$ cat config.mk
export PLATFORM = sky130hd
export DESIGN_NAME = lghf_fifo
export DESIGN_NICKNAME = d
export VERILOG_FILES = /design/src/rtl/lghf_pkg.sv /design/src/rtl/lghf_fifo.sv
export SDC_FILE = /design/constraint.sdc
export NUM_CORES = 1
export LEC_CHECK = 0
export ABC_CLOCK_PERIOD_IN_PS = 3800
export BUFFER_PORTS_ARGS = -buffer_cell sky130_fd_sc_hd__buf_2
export CAP_MARGIN = 25
export CORE_UTILIZATION = 58
export CTS_BUF_LIST = sky130_fd_sc_hd__clkbuf_8
export CTS_CLUSTER_DIAMETER = 50
export DETAILED_ROUTE_END_ITERATION = 10
export GPL_ROUTABILITY_DRIVEN = 0
export GPL_TIMING_DRIVEN = 0
export PLACE_DENSITY = 0.89
export SYNTH_ARGS = -nofsm -noshare
export SYNTH_HDL_FRONTEND = slang
export SYNTH_SLANG_ARGS = --single-unit
$ cat constraint.sdc
create_clock -name i_clk -period 3.8 [get_ports i_clk]
set_input_delay 0.19 -clock i_clk [delete_from_list [all_inputs] [get_ports i_clk]]
set_output_delay 0.19 -clock i_clk [all_outputs]
set_load 0.005 [all_outputs]
$ cat src/rtl/lghf_pkg.sv
// ----------------------------------------------------------------------------
// lghf_pkg: shared types and constants
// Item structs, queue entry, item classes and back-end sequencer states.
// ----------------------------------------------------------------------------
package lghf_pkg;

    localparam int unsigned CutW   = 40;  // cut level, signed, 1/65536 m
    localparam int unsigned QDepth = 4;
    localparam int unsigned QPtrW  = 2;
    localparam int unsigned QCntW  = 3;

    typedef struct packed {
        logic              kind;
        logic signed [15:0] x_pos;
        logic signed [15:0] y_pos;
        logic signed [15:0] z_pos;
    } t_in_item;

    typedef struct packed {
        logic signed [15:0] out_x;
        logic signed [15:0] out_y;
        logic signed [15:0] out_z;
    } t_out_item;

    typedef enum logic [1:0] {
        CLS_MEASURE,    // measure word inside a measure pass
        CLS_NEW_CLOUD,  // measure word after a filter pass: clear first
        CLS_SWITCH,     // first filter word: compute cut level first
        CLS_FILTER      // filter word inside a filter pass
    } t_cls;

    typedef struct packed {
        t_cls     cls;
        t_in_item item;
    } t_qent;

    typedef struct packed {
        logic full;
        logic empty;
    } t_qstat;

    typedef enum logic [3:0] {
        ST_RUN,
        ST_W_MEAN,
        ST_MUL_A,
        ST_MUL_N,
        ST_W_RR,
        ST_DEV,
        ST_W_M256,
        ST_VAR_GO,
        ST_W_VAR
    } t_bstate;

endpackage

$ cat src/rtl/lghf_fifo.sv
// ----------------------------------------------------------------------------
// lghf_fifo: short queue between front and back
// Register-based FIFO of classified words; head is shown combinationally.
// ----------------------------------------------------------------------------
module lghf_fifo import lghf_pkg::*; (
    input  logic   i_clk,
    input  logic   i_rst_n,
    input  logic   i_push,
    input  t_qent  i_qent,
    input  logic   i_pop,
    output t_qent  o_head,
    output t_qstat o_qstat
);

    t_qent            r_mem [QDepth];
    logic [QPtrW-1:0] r_wr;
    logic [QPtrW-1:0] r_rd;
    logic [QCntW-1:0] r_cnt;
    logic [QPtrW-1:0] n_wr;
    logic [QPtrW-1:0] n_rd;
    logic [QCntW-1:0] n_cnt;

    assign o_head        = r_mem[r_rd];
    assign o_qstat.full  = (r_cnt == QCntW'(QDepth));
    assign o_qstat.empty = (r_cnt == '0);

    always_comb begin
        n_wr  = i_push ? r_wr + 1'b1 : r_wr;
        n_rd  = i_pop ? r_rd + 1'b1 : r_rd;
        n_cnt = r_cnt;
        if (i_push && !i_pop) begin
            n_cnt = r_cnt + 1'b1;
        end else if (!i_push && i_pop) begin
            n_cnt = r_cnt - 1'b1;
        end
    end

    always_ff @(posedge i_clk) begin
        if (!i_rst_n) begin
            r_wr  <= '0;
            r_rd  <= '0;
            r_cnt <= '0;
        end else begin
            r_wr  <= n_wr;
            r_rd  <= n_rd;
            r_cnt <= n_cnt;
        end
    end

    always_ff @(posedge i_clk) begin
        if (i_push) begin
            r_mem[r_wr] <= i_qent;
        end
    end

endmodule

==> flow_metrics.py <==
metrics = {
    "yosys": {
        "synth_mux_area_share_pct": 14.9,
        "synth.yosys.seq_area_share_pct": 80.2,
        "yosys.area_share.simple_pct": 1.16,
        "synth.top_cells.by_area": "sky130_fd_sc_hd__edfxtp_1 78%, sky130_fd_sc_hd__mux4_2 14%, sky130_fd_sc_hd__dfxtp_1 2.3%",
        "yosys.area.top_type_share_pct": 77.9,
        "synth_compound_gate_area_share_pct": 0.159,
        "synth_warnings": 0,
        "yosysUniqueCellTypes": 22,
        "synth_area_leader_cell": "sky130_fd_sc_hd__edfxtp_1",
        "synth_xor_xnor_area_share_pct": 0.557,
        "synth_top_family_by_area": "multiplexers",
        "summed_instance_area_of_the_synthesized_netlist_um2": 7860,
        "syn_avg_cell_area_um2": 25.4,
        "ys_async_sr_fraction_pct": 0,
        "synth_edf_count": 204,
        "number_of_instances_in_the_synthesized_netlist": 310,
        "synth.cells.most_frequent": "204 x sky130_fd_sc_hd__edfxtp_1, 50 x sky130_fd_sc_hd__mux4_2, 9 x sky130_fd_sc_hd__and2_1, 9 x sky130_fd_sc_hd__dfxtp_1",
        "yosys_most_used_dff": "sky130_fd_sc_hd__edfxtp_1",
        "count_leader_synth": "sky130_fd_sc_hd__edfxtp_1",
        "yosys_register_bits": 213,
        "syn-num-nets": 371,
        "synth-adder-area-share_pct": 1.05,
    },
    "drt": {
        "wire_per_inst_um": 19.6,
        "drt-total-wl_mm": 13.8,
        "drt_first_pass_iters": 4,
        "drc": 0,
        "drt-initial-drc-count": 198,
        "post_drt_via_cell_ratio": 5.35,
        "num_vias": 3770,
        "route.antenna.remaining_nets": 0,
    },
    "placed_design": {
        "half_perimeter_wire_length_after_detailed_placement_mm": 8.35,
        "placement.setup.worst_slack_ns": 1.90,
        "port_buffers": 107,
    },
    "clock_network": {
        "ctsResizeCount": 0,
        "clock-root-buffer": "sky130_fd_sc_hd__clkbuf_8",
        "worstSkewPairLatency_ns": 0.52,
        "cts_setup_buffers": 0,
        "cts_inserted_buffers": 31,
        "clkSinkCount": 213,
        "tritoncts": "done",
        "cts_hold_buf": 52,
        "clockBufferDepth": 3,
        "path_clk_slew_ns": 0.06,
        "h-tree-depth": 1,
    },
    "worst_setup_path": {
        "cpMostUsedCell": "sky130_fd_sc_hd__buf_2",
        "crit_path_max_incr_delay_ns": 0.37,
        "crit_path_top_delay_cell": "sky130_fd_sc_hd__mux4_2",
        "setup.worst_path.end_class": "output port",
        "kind_of_critical_path": "reg2out",
        "worstPathRequired_ns": 3.61,
        "setup.worst_path.start_class": "flip-flop",
        "reg2reg_to": "r_mem[1][6]",
        "worst_r2r_setup_slack_ns": 1.94,
        "crit_arrival_ns": 1.98,
        "crit_fanout": 10,
        "worst_r2r_path_depth": 3,
        "worstPathCellList": "buf_1, buf_2, mux4_2, buf_2",
        "worst_r2r_startpoint": "r_wr[0]",
    },
    "die": {
        "top_level_ports": 108,
        "core_region_area_um2": 13200,
        "starting_density_pct": 59.4,
        "area_of_the_die_um2": 14000,
        "fp_rows": 42,
        "chipWidth_um": 118,
        "floorplan.die.height_um": 118,
    },
    "sta": {
        "final.setup_skew_ns": 0.0113,
        "clock.fmax_ghz": 0.461,
        "timing_worst_slew_pin_value_ns": 0.832,
        "slew_viol_final": 0,
        "timing.setup.tns_ns": 0,
        "setup-violations-final": 0,
        "rsz_0062_raised_after_global_routing": "no",
        "hold_violations": 0,
        "period_needed_ns": 2.17,
        "setup_ws_ns": 1.63,
        "slew_headroom_pct": 44.5,
        "finalCritPeriodShare_pct": 57.0,
    },
    "hold_path": {
        "min-delay-path-class": "in2reg",
        "hold_depth": 3,
        "worst_hold_startpoint": "i_pop",
    },
    "layout": {
        "final_layout_size_suffix_gt1_share_pct": 40.1,
        "multi_input_area_um2": 1410,
        "num_antenna_cells": 0,
        "growth_of_design_area_from_synthesis_to_finish_pct": 24.4,
        "n_fill_cell": 787,
        "num-nets-final": 567,
        "regArea_um2": 6310,
    },
    "grt": {
        "initial_antenna_violation_count": 0,
        "track_usage_pct": 20.5,
        "grt_start_max_net_pins": 34,
        "grt_pass1_wl_mm": 21.5,
        "first_global_vias": 4181,
        "grt_overflow": 0,
    },
    "power": {
        "static-leakage-power_nw": 3.45,
        "worst_ir_drop_vdd_v": 0.000374,
        "pwr_density_cell_nw_per_um2": 499,
    },
    "flow_run": {
        "maxcap_violations": 0,
    },
    "status": {
        "run_status": "completed",
    },
}
-- report_power, final --
group	internal [mW]	total (mW)	leakage, nW	switching (mW)
clock network	0.843	1.62	0.340	0.772
logic	0.290	0.536	1.16	0.246
registers	2.70	2.73	1.95	0.0341
-- worst max-delay path: cells and delay by family, from the launching register on --
kind     cells  cell delay [ns]
buf+inv      3             0.75
flops        1             0.32
mux          1             0.37
-- cell usage in the layout, fill, tap and decap left out, drive strengths merged, types with 5 or more instances in the layout --
cell type,instances
and2,9
buf,123
clkbuf,32
clkinv,9
dfxtp,9
dlygate4sd3,52
edfxtp,204
ha,5
inv,18
mux4,51
-- stage by stage --
| step | cell area [um2] | hold WS, ns | util (%) | std cells | total power, mW |
|---|---|---|---|---|---|
| final | 9790 | 0.0651 | 73.9 | 705 | 4.88 |
| after global routing | 9790 | 0.0549 | 73.9 | 705 | 5.06 |
| after CTS | 9790 | 0.0267 | 73.9 | 705 | 4.92 |
| after detailed placement | 8700 | 0.408 | 65.7 | 597 | 3.27 |
| after global placement | 8620 | 0.399 | 65.1 | 593 | 3.24 |
| after floorplan | 7860 | 0.289 | - | 310 | 3.06 |
-- cell families after synthesis --
logic type      after synthesis
compound gates                2
xor+xnor                      5
fa+ha+maj                     6
buf+inv                      16
flops                       213
mux                          53
simple gates                 15
-- registers in the layout, summed over array words and instances, names as in the netlist, named ones only --
signal and count:
r_mem 204, r_wr 2, r_cnt 3, r_rd 2
-- area by class of cell --
| cell class | count | share of cell area, % |
|---|---|---|
| flip-flops and latches | 213 | 64.4 |
| clock buffers | 32 | 4.50 |
| multi-input cells | 81 | 14.4 |
| repair buffers | 163 | 11.6 |
| clock inverters | 24 | 1.23 |
| plain buffers | 12 | 1.43 |
| inverters | 4 | 0.153 |
| well taps | 176 | 2.25 |
-- worst max path at each step --
stage          cells past startpoint  startpoint           end  slack, ns
2_1_floorplan                      3     r_wr[0]   r_mem[2][0]       1.63
3_3_place_gp                       3     r_wr[0]   r_mem[0][2]       0.73
3_5_place_dp                       3     r_wr[0]  r_mem[1][33]       1.90
4_1_cts                            4   flip-flop    o_head[18]       1.60
5_1_grt                            4   flip-flop    o_head[31]       1.52
6_report                           4   flip-flop    o_head[18]       1.63
-- metal layers --
layer | up-vias | GRT usage [%] | wire length (um)
li1 | 1712 | - | -
met1 | 1919 | 25.4 | 5560
met2 | 112 | 36.8 | 7370
met3 | 27 | 3.96 | 663
met4 | 0 | 5.93 | 219
met5 | - | 0 | 0
Note: power is estimated with default switching activity, not from simulation.
